File: src/rtl/core/hpt_column.sv
// One column of the transform: three products, sum, truncation, saturation.
// No dependencies.
module hpt_column #(
	parameter int COORD_WIDTH = 16,
	parameter int COEF_FRAC_BITS = 16
) (
	input logic clk,
	input logic adv,
	input logic signed [COORD_WIDTH-1:0] x,
	input logic signed [COORD_WIDTH-1:0] y,
	input logic signed [COORD_WIDTH-1:0] z,
	input logic signed [31:0] c0,
	input logic signed [31:0] c1,
	input logic signed [31:0] c2,
	input logic signed [31:0] c3,
	output logic signed [31:0] result
);
	localparam int PW = COORD_WIDTH + 32;
	localparam int SW = PW + 3;
	logic signed [PW-1:0] px_s1, py_s1, pz_s1;
	logic signed [31:0] c3_s1;
	logic signed [SW-1:0] sum_s2;
	logic signed [SW-1:0] ip;
	logic signed [SW-1:0] sum_c;
	logic fr;

	assign sum_c = SW'(px_s1) + SW'(py_s1) + SW'(pz_s1) + SW'(c3_s1);

	always_ff @(posedge clk) begin
		if (adv) begin
			px_s1 <= PW'(x) * PW'(c0);
			py_s1 <= PW'(y) * PW'(c1);
			pz_s1 <= PW'(z) * PW'(c2);
			c3_s1 <= c3;
			sum_s2 <= sum_c;
		end
	end

	// Truncate toward zero, then clamp.
	always_comb begin
		fr = |sum_s2[COEF_FRAC_BITS-1:0];
		ip = (sum_s2 >>> COEF_FRAC_BITS) + $signed(SW'(sum_s2[SW-1] && fr));
		if (ip > SW'(64'sd2147483647)) begin
			result = 32'sh7fffffff;
		end else if (ip < -SW'(64'sd2147483648)) begin
			result = 32'sh80000000;
		end else begin
			result = ip[31:0];
		end
	end
endmodule

File: config.mk
export PLATFORM = sky130hd
export DESIGN_NAME = hpt_column
export DESIGN_NICKNAME = d
export VERILOG_FILES = /design/src/rtl/core/hpt_column.sv
export SDC_FILE = /design/constraint.sdc
export NUM_CORES = 2
export LEC_CHECK = 0
export ABC_CLOCK_PERIOD_IN_PS = 18500
export BUFFER_PORTS_ARGS = -buffer_cell sky130_fd_sc_hd__buf_2
export CAP_MARGIN = 40
export CORE_AREA = 2 2 310 312
export DETAILED_ROUTE_END_ITERATION = 6
export DIE_AREA = 0 0 312 314
export GPL_ROUTABILITY_DRIVEN = 0
export PLACE_DENSITY = 0.84
export REMOVE_ABC_BUFFERS = 1
export SETUP_SLACK_MARGIN = 0.15
export SYNTH_ARGS = -nofsm -noshare
export SYNTH_HDL_FRONTEND = slang
export SYNTH_SLANG_ARGS = --single-unit
File: constraint.sdc
create_clock -name clk -period 18.5 [get_ports clk]
set_input_delay 1.85 -clock clk [delete_from_list [all_inputs] [get_ports clk]]
set_output_delay 1.85 -clock clk [all_outputs]
set_load 0.01 [all_outputs]
# --- After elaboration in Yosys (flattened, before gate mapping) ---
# Index checks and enable logic that the tools add are counted.
# Widths: inputs -> output; s select.
totals:
  word_cells: 18
  latch_bits: 0
  ramBits: 0
  regBits: 227
  n_memories: 0
  mem_bits_ro: 0
  output_inout_bits: 32
  input_bits: 178
classes:
  muxes: 2
  div: 0
  reduce_logical: 2
  n_bitwise: 0
  n_shift: 0
  multipliers: 3
  eq_ne: 0
  n_lt_le_gt_ge: 2
  n_addsub: 4
op_table:
  columns: ["operator", "n"]
  rows:
  - ["$mul 16x32->48", 3]
  - ["$mux 32", 2]
  - ["$add 50x32->51", 1]
  - ["$add 49x48->50", 1]
  - ["$add 48x48->49", 1]
  - ["$add 35x2->36", 1]
  - ["$gt 36x32->1 const B", 1]
  - ["$lt 36x32->1 const B", 1]
  - ["$reduce_or 16->1", 1]
  - ["$logic_and 1x1->1", 1]

# --- Longest topological paths before layout ---
logic_depth:
  ltp_word: 6
  ltp_mapped: 27
  ltp_nobuf: 24

# --- Worst setup path before layout ---
# Ideal clock, no wire load.
synth_timing:
  path_kind: "input to register"
  start: "input z[2]"
  end: "register pz_s1[46], data pin"
  n_path_buf: 2
  setup_ps: 258
  arrival_ps: 7434
  stages: 21
  required_time_ps: 18242
  path_slack_ps: 10808
  cell_sequence: "clkbuf_1 -> nand2_1 -> fa_1 -> inv_1 -> fa_1 -> inv_1 -> fa_1 -> fa_1 -> inv_1 -> fa_1 -> fa_1 -> ha_1 -> clkbuf_1 -> a21o_1 -> a21o_1 -> a221oi_1 -> nand3_1 -> a31oi_1 -> o31ai_1 -> a21oi_1 -> xnor2_1"
synth_via:
  elab_chain_len: 1
synth_rtl:
  columns: ["element", "line", "text"]
  rows:
  - ["start, declared", "11", "input logic signed [COORD_WIDTH-1:0] z,"]
  - ["$mul 16x32->48", "33", "pz_s1 <= PW'(z) * PW'(c2);"]
  - ["end signal, assigned", "33", null]
  - ["end, declared", "20", "logic signed [PW-1:0] px_s1, py_s1, pz_s1;"]
# No other way between the ends.
# A chain may end at the register's enable or synchronous reset.

# --- Worst setup path in the final report ---
layout_timing:
  start: "input x[2]"
  end: "register px_s1[45], data pin"
layout_via:
  elab_chain_len: 1
layout_rtl:
  columns: ["element", "line", "text"]
  rows:
  - ["start, declared", "9", "input logic signed [COORD_WIDTH-1:0] x,"]
  - ["$mul 16x32->48", "31", "px_s1 <= PW'(x) * PW'(c0);"]
  - ["end signal, assigned", "31", null]
  - ["end, declared", "20", null]
# No other way between the ends.

==> flow_summary.ini <==
[synthesis]
yosys_warnings = 0
syn_area_um2 = 65600
syn_inst = 6879
synth-edff-count = 227
ys_ff_latch = 227
ys_seq_area_share_pct = 10.4
synth_area_per_cell_um2 = 9.53
synth.distinct_cells = 88
ys.flop_type = edfxtp_1
async_flop_share_pct = 0

[routing]
drt_pre_antenna_iters = 6
dr.first_iter.drc_count = 4084
drt_wl_total_um = 161000
vias = 47500
wl_met2_um = 78900
wl_met3_um = 14100
ant_nets = 0
route.top_layer_used = met5
via_per_inst = 5.83
wire_per_inst_um = 19.8
drcViolationCount = 0
wl_met1_um = 58000

[global_route]
grt_overflow = 0
grt_first_pass_wirelength_um = 267000
grt_pass1_vias = 52700
grt_usage_pct = 34.5
antenna_found_initial = 4
grt_max_degree = 93

[die]
rows = 113
coreArea_um2 = 94400
die_y_um = 314
die-width_um = 312
die-area_um2 = 98000
boundaryPins = 210
initial_utilization_pct = 69.4

[worst_setup_path]
critical_path.slowest_cell = buf_2
cp_max_fo = 32
worstPathCellList = buf_2 > nand2_1 > fa_1 > fa_1 > fa_1 > inv_1 > fa_1 > fa_1 > inv_1 > fa_1 > inv_1 > ha_1 > and3_1 > nor2b_1 > nor4b_2 > o211ai_1 > a21oi_1 > o221ai_1 > o311ai_0 > a21oi_1 > xnor2_1
slowest_delay_ns = 0.63
critPathLaunchType = input port
worst_path_most_repeated_cell = fa_1
cp.required_ns = 18.78
arrival_ns = 8.56
r2r_slack_ns = 13.46
endpoint_kind = register
path_class = in2reg

[timing]
clock_skew_ns = 0.0159
final-hold-violation-count = 0
fin_crit_sh_pct = 44.8
finalSetupTns_ns = 0
finalCriticalPeriod_ns = 8.28
worst_slew_pin_slew_ns = 0.959
grt_setup_unrepaired = false
timing.slew.headroom_pct = 35.4
slew_viol_final = 0
finalSetupViolations = 0
max_freq_mhz = 121
fin_hold_ws_ns = 0.579

[layout]
finalNonFillerCells = 8139
layout_common_cells = inv_1 (1671), fa_1 (1555), nand2_1 (939)
areaGrowthSynthToFinish_pct = 3.77
n_antenna_cell = 0
final_common_cell = inv_1
fill_cells = 6721
fin_nets = 8986
drive_gt1_share_pct = 4.42

[placed_design]
numPortBuffers = 209
dp.cells = 8098
hpwl_um = 130000

[cts]
clock-sinks = 227
cts_buffers = 23
hold_buffers = 0
cts_resized = 0
clock_latency_ns = 0.53
cts_root_buf = clkbuf_16
post_cts_buffers = 0
clk_pin_slew_worst_paths_ns = 0.06
cts_tree = yes
clock_path_buffers = 3
cts-htree-levels = 1

[min_path]
hp-class = reg2reg

[job]
drv_cap = 0

[status]
status = finished clean
worst max-delay path: cells and delay by family:
family	cells	cell delay, ns
fa+ha+maj	7	3.39
simple gates	4	1.02
buf+inv	4	0.77
compound gates	5	1.38
xor+xnor	1	0.14
synth_stat cells, drive strengths merged, types with 4 or more instances:
| cell type | count | area [um^2] |
|---|---|---|
| inv | 1673 | 6280 |
| fa | 1555 | 31100 |
| nand2 | 939 | 3520 |
| and2 | 632 | 3950 |
| ha | 394 | 4930 |
| clkbuf | 249 | 937 |
| edfxtp | 227 | 6820 |
| nor2 | 178 | 676 |
| a21oi | 174 | 905 |
| xnor2 | 152 | 1330 |
| a21o | 117 | 878 |
| o21ai | 112 | 579 |
| xor2 | 71 | 622 |
| nand3 | 50 | 255 |
| nand2b | 40 | 258 |
| and3 | 29 | 181 |
| a211oi | 23 | 178 |
| nor2b | 22 | 138 |
| o21a | 22 | 166 |
| o21bai | 22 | 165 |
| a31oi | 21 | 176 |
| nand4 | 21 | 138 |
| nor3 | 20 | 125 |
| o211ai | 15 | 113 |
| buf | 12 | 58.8 |
| o31ai | 8 | 73.8 |
| a21boi | 7 | 52.6 |
| or3 | 7 | 43.8 |
| a2111oi | 6 | 115 |
| nor4 | 6 | 37.5 |
| o311ai | 6 | 67.6 |
| a211o | 5 | 43.8 |
| a31o | 5 | 43.8 |
| and4 | 5 | 46.3 |
| a221oi | 4 | 35.0 |
| a311oi | 4 | 41.3 |
| a41o | 4 | 40.0 |
| a41oi | 4 | 42.6 |
| mux2i | 4 | 40.0 |
| o31a | 4 | 43.8 |
| or2 | 4 | 25.0 |
per-stage QoR:
step / setup slack, ns / instance area (um^2) / util (%)
finish: 10.22 / 68000 / 72.0
global route: 9.89 / 68000 / 72.0
CTS: 10.32 / 68000 / 72.0
detailed placement: 9.78 / 67300 / 71.2
global placement: 10.00 / 67200 / 71.2
floorplan: 11.10 / 64600 / -
metal layers:
metal  vias up  track usage [%]
met5         -                0
met4         4             17.8
met3       627             5.25
met2      2420             58.1
met1     24100             43.9
li1      20300                -
sequential cells by signal, indices dropped and copies added, names as in the netlist:
signal,flops
c3_s1,32
sum_s2,51
pz_s1,48
px_s1,48
py_s1,48
final timing paths:
check,from,end,depth (start not counted)
max,x[2],px_s1[45]$_DFFE_PP_,21
min,c3_s1[0]$_DFFE_PP_,sum_s2[0]$_DFFE_PP_,1
max reg2reg,pz_s1[1]$_DFFE_PP_,sum_s2[43]$_DFFE_PP_,15
min reg2reg,c3_s1[0]$_DFFE_PP_,sum_s2[0]$_DFFE_PP_,1
cells by family (layout without fill, tap and decap cells):
group           Yosys count  count (layout)  synth area share [%]
simple gates           1961            1961                  14.5
fa+ha+maj              1949            1949                  55.0
buf+inv                1934            1929                  11.1
compound gates          581             581                  6.00
flops                   227             227                  10.4
xor+xnor                223             223                  2.98
mux                       4               4                0.0611
cell type report:
class,count,area [um^2],area share (%)
Multi-Input combinational cell,4718,51500,75.6
Clock buffer,25,583,0.857
Sequential cell,227,6820,10.0
Tap cell,1265,1580,2.33
Clock inverter,15,154,0.226
Timing Repair Buffer,216,1150,1.69
Inverter,1673,6280,9.23
Power is not shown: default switching activity piles up to over one toggle a cycle in this logic, so the estimate is an artifact.
