<file path="src/rtl/core/hpt_divider.sv">
// Pipelined signed divider, one quotient bit per stage, truncating toward zero.
// No dependencies.
module hpt_divider #(
	parameter int W = 32,
	parameter int TAG_W = 1
) (
	input logic clk,
	input logic arst_n,
	input logic adv,
	input logic in_valid,
	input logic signed [W-1:0] num,
	input logic signed [W-1:0] den,
	input logic [TAG_W-1:0] tag_in,
	output logic out_valid,
	output logic signed [W-1:0] quot,
	output logic [TAG_W-1:0] tag_out
);
	// Unsigned magnitudes are W+1 bits wide so that -2^(W-1) fits.
	localparam int M = W + 1;
	logic [M-1:0] rem_q [0:M];
	logic [M-1:0] qt_q [0:M];
	logic [M-1:0] dv_q [0:M];
	logic neg_q [0:M];
	logic [TAG_W-1:0] tag_q [0:M];
	logic vld_q [0:M];
	logic [M-1:0] qmag;
	logic signed [M:0] qs;

	always_comb begin
		rem_q[0] = '0;
		qt_q[0] = num[W-1] ? M'(-{num[W-1], num}) : M'({1'b0, num});
		dv_q[0] = den[W-1] ? M'(-{den[W-1], den}) : M'({1'b0, den});
		neg_q[0] = num[W-1] ^ den[W-1];
		tag_q[0] = tag_in;
		vld_q[0] = in_valid;
	end

	for (genvar i = 0; i < M; i++) begin : g_st
		logic [M:0] trial;
		logic [M-1:0] r_shift;
		assign r_shift = {rem_q[i][M-2:0], qt_q[i][M-1]};
		assign trial = {1'b0, r_shift} - {1'b0, dv_q[i]};
		always_ff @(posedge clk or negedge arst_n) begin
			if (!arst_n) begin
				vld_q[i+1] <= 1'b0;
			end else if (adv) begin
				vld_q[i+1] <= vld_q[i];
			end
		end
		always_ff @(posedge clk) begin
			if (adv) begin
				rem_q[i+1] <= trial[M] ? r_shift : trial[M-1:0];
				qt_q[i+1] <= {qt_q[i][M-2:0], ~trial[M]};
				dv_q[i+1] <= dv_q[i];
				neg_q[i+1] <= neg_q[i];
				tag_q[i+1] <= tag_q[i];
			end
		end
	end

	always_comb begin
		qmag = qt_q[M];
		qs = neg_q[M] ? -$signed({1'b0, qmag}) : $signed({1'b0, qmag});
		// Saturate the single overflow case of most negative over minus one.
		if (qs > $signed((M+1)'(2**(W-1) - 1))) begin
			quot = {1'b0, {(W-1){1'b1}}};
		end else begin
			quot = qs[W-1:0];
		end
	end
	assign out_valid = vld_q[M];
	assign tag_out = tag_q[M];
endmodule

</file>
<file path="config.mk">
export PLATFORM = sky130hd
export DESIGN_NAME = hpt_divider
export DESIGN_NICKNAME = d
export VERILOG_FILES = /design/src/rtl/core/hpt_divider.sv
export SDC_FILE = /design/constraint.sdc
export NUM_CORES = 2
export LEC_CHECK = 0
export ABC_AREA = 0
export BUFFER_PORTS_ARGS = -buffer_cell sky130_fd_sc_hd__buf_4
export CAP_MARGIN = 10
export CORE_MARGIN = 2
export CORE_UTILIZATION = 33
export CTS_BUF_LIST = sky130_fd_sc_hd__clkbuf_4 sky130_fd_sc_hd__clkbuf_8
export DETAILED_ROUTE_END_ITERATION = 12
export GPL_TIMING_DRIVEN = 0
export SLEW_MARGIN = 20
export SYNTH_ARGS = -nofsm -noshare
export SYNTH_HDL_FRONTEND = slang
export SYNTH_SLANG_ARGS = --single-unit
</file>
<file path="constraint.sdc">
create_clock -name clk -period 7.6 [get_ports clk]
set_clock_uncertainty 0.2 [all_clocks]
set_input_delay 0.76 -clock clk [delete_from_list [all_inputs] [get_ports clk]]
set_output_delay 0.76 -clock clk [all_outputs]
set_load 0.05 [all_outputs]
</file>
**Word-level counts from Yosys, hierarchy flattened**

Cells that the tools add are included.

- Output and inout bits: 34
- Logic and storage cells: 305
- Bits of input ports: 69
- Bits in registers: 3268

- $lt $le $gt $ge: 1
- Bitwise operators: 34
- $add $sub $neg: 36
- Muxes and demuxes: 36

Operators by type and width:

| operator | number |
|---|---|
| $sub 33x33->34 | 32 |
| $mux 32 | 32 |
| $mux 33 | 2 |
| $neg 33->33 | 2 |
| $gt 34x32->1 const B | 1 |
| $mux 34 | 1 |
| $neg 33->34 | 1 |
| $sub 1x33->34 | 1 |
| $not 1->1 | 33 |
| $mux 1 | 1 |
| $xor 1x1->1 | 1 |

**Logic depth before layout (Yosys ltp)**

- Depth after elaboration: 4
- Depth in mapped cells: 15
- Mapped depth without buffers: 13

**Worst setup path after synthesis**

Ideal clock, no wire load.

- Kind: register to output
- Start point: register qt_q (netlist bit qmag[2])
- End point: output port quot[0]
- Arrival: 3.407 ns
- Path buffers: 1
- Data required time: 6.640 ns
- Stages on the path, launching flop included: 12
- Setup slack: 3.233 ns
- Cell sequence: edfxtp_1 -> or3_1 -> nor4_1 -> nand4_1 -> or4_1 -> nand2b_1 -> or2_2 -> nor3_1 -> nand4_1 -> o21a_1 -> clkbuf_1 -> nand2_1

- Longest elaborated chain between the ends: 4

Ends and longest elaborated chain:

| element | line | source |
|---|---|---|
| from (decl) | 21 | `logic [M-1:0] qt_q [0:M];` |
| from (signal, indexed assignment) | 53 | `qt_q[i+1] <= {qt_q[i][M-2:0], ~trial[M]};` |
| $neg 33->34 | 63 | `qs = neg_q[M] ? -$signed({1'b0, qmag}) : $signed({1'b0, qmag});` |
| $mux 34 (*) | 63 |  |
| $gt 34x32->1 (*) | 65 | `if (qs > $signed((M+1)'(2**(W-1) - 1))) begin` |
| $mux 32 (*) | 65 |  |
| to (decl) | 15 | `output logic signed [W-1:0] quot,` |

Every way passes the cells marked *; elsewhere a longest branch is shown, timed or not.

**Worst setup path after layout**

- Start point: register qt_q (netlist bit qmag[2])
- End point: output port quot[20]

- Longest elaborated chain between the ends: 4

Ends and longest elaborated chain:

| element | line |
|---|---|
| $neg 33->34 | 63 |
| $mux 34 (*) | 63 |
| $gt 34x32->1 | 65 |
| $mux 32 (*) | 65 |

Marked as above.

==> results.ini <==
[worst_setup_path]
critical_path_required_ns = 6.64
reg2regPathDepth = 13
regToRegEndpoint = g_st[9].r_shift[32]
critPathMaxFanout = 10
path_class = reg2out
critPathArrivalTime_ns = 5.67
endpoint_kind = output port
reg2reg_from = g_st[8].r_shift[3]
r2r_slack_ns = 1.44
worstSetupStartpointType = flip-flop

[synth]
muxShareOfSynthArea_pct = 4.50
syn_avg_cell_area_um2 = 12.7
ys_ff_latch = 3268
synthAdderAreaFrac_pct = 8.48
synth-xor-area-share_pct = 5.11
synth.distinct_cells = 92
syn-cell-area_um2 = 164000
synth-simple-area-share_pct = 6.93
yosys_warnings = 0
synth_edf_count = 3235
async_flop_share_pct = 1.01
syn-instance-count = 12900
synth_compound_area_share_pct = 11.7
synth_top_family_by_area = compound AO/OA/AOI/OAI gates
synth_top_flop_cell = edfxtp_1
ys_seq_area_share_pct = 59.8

[global_route]
grt_first_pass_wirelength_um = 509000
overflow = 0
grtUsageTotal_pct = 12.5
grt_start_max_net_pins = 162
antenna_found_initial = 7
grt_pass1_vias = 102000

[cts]
clk_pin_slew_worst_paths_ns = 0.06
worstSkewPairLatency_ns = 1.18
clockBufferDepth = 4
cts_sinks = 3268
h-tree-depth = 6
cts_tree = built
cts_inserted_buffers = 573
cts-root-buf = clkbuf_8
post_cts_buffers = 0

[final_layout]
layout_common_cells = 3,235 x edfxtp_1, 1,266 x inv_1, 1,060 x ha_1
nFillCells = 47300
drive_gt1_share_pct = 12.3
final_common_cell = edfxtp_1
area_delta_synth_final_pct = 13.2
final_util_pct = 37.5
nets = 14900

[job]
cap_violations = 0

[power]
irDropWorstVdd_v = 0.000182
p_leak_nw = 73.3
power.share.clock_pct = 21.2
p_int_mw = 47.1
switching_power_mw = 25.9
power.density_nw_per_um2 = 394
power_frac_seq_pct = 36.9
power_frac_comb_pct = 41.9
switching_share_pct = 35.5

[floorplan]
die_x_um = 708
dieArea_um2 = 502000
coreArea_um2 = 494000
start_util_pct = 33.2
ios = 103
placementRows = 258
die_h_um = 708

[min_path]
whs_endpoint = qt_q[311]
whs_path_depth = 0
min-delay-start = qt_q[343]
min_path_type = reg2reg

[routing]
viasPerCell = 4.77
vias = 98300
ant_nets = 0
first_pass_iters = 6
drt_iter0_drc = 4520
wirelength_um = 325000
wl_per_cell_um = 15.7
drc = 0

[timing]
setup_viol = 0
slew_violations = 0
slew_headroom_pct = 24.1
min_period_ns = 6.63
min_period_over_period_pct = 87.3
worstMarginPinSlew_ns = 1.11
rsz0062_at_grt = no
fmax_mhz = 151
tns_ns = 0
finalHoldViolCount = 0

[placed_design]
io_buffers = 102
dp_hpwl_um = 238000
gp_congestion = 0.905

[outcome]
status = finished, final reports clean

cell families after synthesis:
kind of cell / count (synthesis)
AOI/OAI and AO/OA: 3014
xor gates and xnor gates: 955
adders and majority gates: 1091
buffers and inverters: 1514
DFF: 3268
muxes: 659
other: 2
and+or+nand+nor: 2388
worst max-delay path, stage by stage (launching register included):
cell,delay [ns]
edfxtp_1,0.45
or3_1,0.43
nor4_1,0.56
nand4_1,0.21
or4_1,0.52
nand2b_1,0.34
or2_2,0.38
nor3_1,0.32
nand4_1,0.13
o21a_1,0.32
clkbuf_1,0.38
nand2_1,0.24
buf_4,0.23
metal layers:
layer  GRT usage (%)  up-vias  wire (um)
met5               0        -          0
met4            8.79        0      24200
met3            1.93     1009      10300
met2            25.1     1701     179000
met1            11.0    46300     111000
li1                -    49300          -
registers in the layout, indices dropped and copies added, names as in the netlist:
register / count
tag_out: 1
out_valid: 1
qmag: 33
tag_q: 32
vld_q: 32
g_st.r_shift: 1056
qt_q: 1024
dv_q: 1056
neg_q: 33
stage by stage:
step | setup WS (ns) | hold WS (ns) | cells | area, um^2 | power (mW)
after floorplan | 3.23 | 0.200 | 12900 | 164000 | 49.9
after global placement | -25.24 | 0.201 | 19500 | 173000 | 58.6
after detailed placement | 1.46 | 0.205 | 19500 | 173000 | 57.9
after CTS | 0.460 | 0.0133 | 20600 | 185000 | 74.0
after global routing | 0.296 | 0.103 | 20600 | 185000 | 78.2
final | 0.966 | 0.115 | 20600 | 185000 | 73.1
cell usage after synthesis, drive strengths merged, types with 26 or more instances:
cell	instances	area (um^2)
o21ai	569	2850
mux2i	46	460
nor3	114	587
or2	36	225
and3	82	513
o21a	139	1040
inv	1268	4760
mux2	613	6900
a21boi	36	270
a2111oi	40	350
a41oi	28	245
or3	54	348
xor2	333	2920
nand4	73	457
a31o	29	254
a31oi	88	551
o21bai	99	743
a21o	522	3920
nand2	646	2420
nor2	716	2720
edfxtp	3235	97100
nand2b	172	1080
o31a	28	245
ha	1060	13300
a21oi	1015	5080
clkbuf	217	815
o211ai	51	383
xnor2	622	5450
a221oi	41	359
o31ai	76	571
or4	26	199
fa	31	621
dfrtp	33	826
nand3	218	1100
o41ai	34	313
a211oi	55	413
buf	29	138
and2	62	388
nor2b	114	713
how the worst max path moves through the flow:
stage | from | end | slack (ns) | cells after the start
finish | qmag[2] | quot[20] | 0.97 | 12
global route | qmag[2] | quot[20] | 0.30 | 12
detailed placement | g_st[21].r_shift[3] | g_st[22].r_shift[29] | 1.46 | 13
CTS | qmag[2] | quot[20] | 0.46 | 12
floorplan | qmag[2] | quot[0] | 3.23 | 11
global placement | adv | g_st[32].r_shift[31] | -25.24 | 1
power by group through the flow:
stage	registers, mW	clock network, mW	logic (mW)
after floorplan	26.6	0	23.3
after global placement	28.3	0	30.3
after detailed placement	27.3	0	30.6
after CTS	27.0	16.2	30.9
after global routing	27.4	16.9	34.0
final	27.0	15.5	30.7
final cells by class:
| class | count | area [um^2] | share of cell area [%] |
|---|---|---|---|
| antenna | 14 | 35.0 | 0.0189 |
| clock inverter | 189 | 1230 | 0.664 |
| inverter | 1268 | 4760 | 2.57 |
| tap | 6500 | 8130 | 4.39 |
| clock buffer | 783 | 9540 | 5.15 |
| timing repair buffer | 237 | 2540 | 1.37 |
| multi-input combinational | 8124 | 60200 | 32.5 |
| sequential | 3268 | 98000 | 52.9 |
| buffer | 246 | 956 | 0.516 |
what timing repair did:
item | 4_1_cts | 5_1_grt
hold buffers | 108 | 0
endpoints found under the hold margin | 189 | 0
resized for setup | 0 | 0
Power figures use the tool's default switching activity.
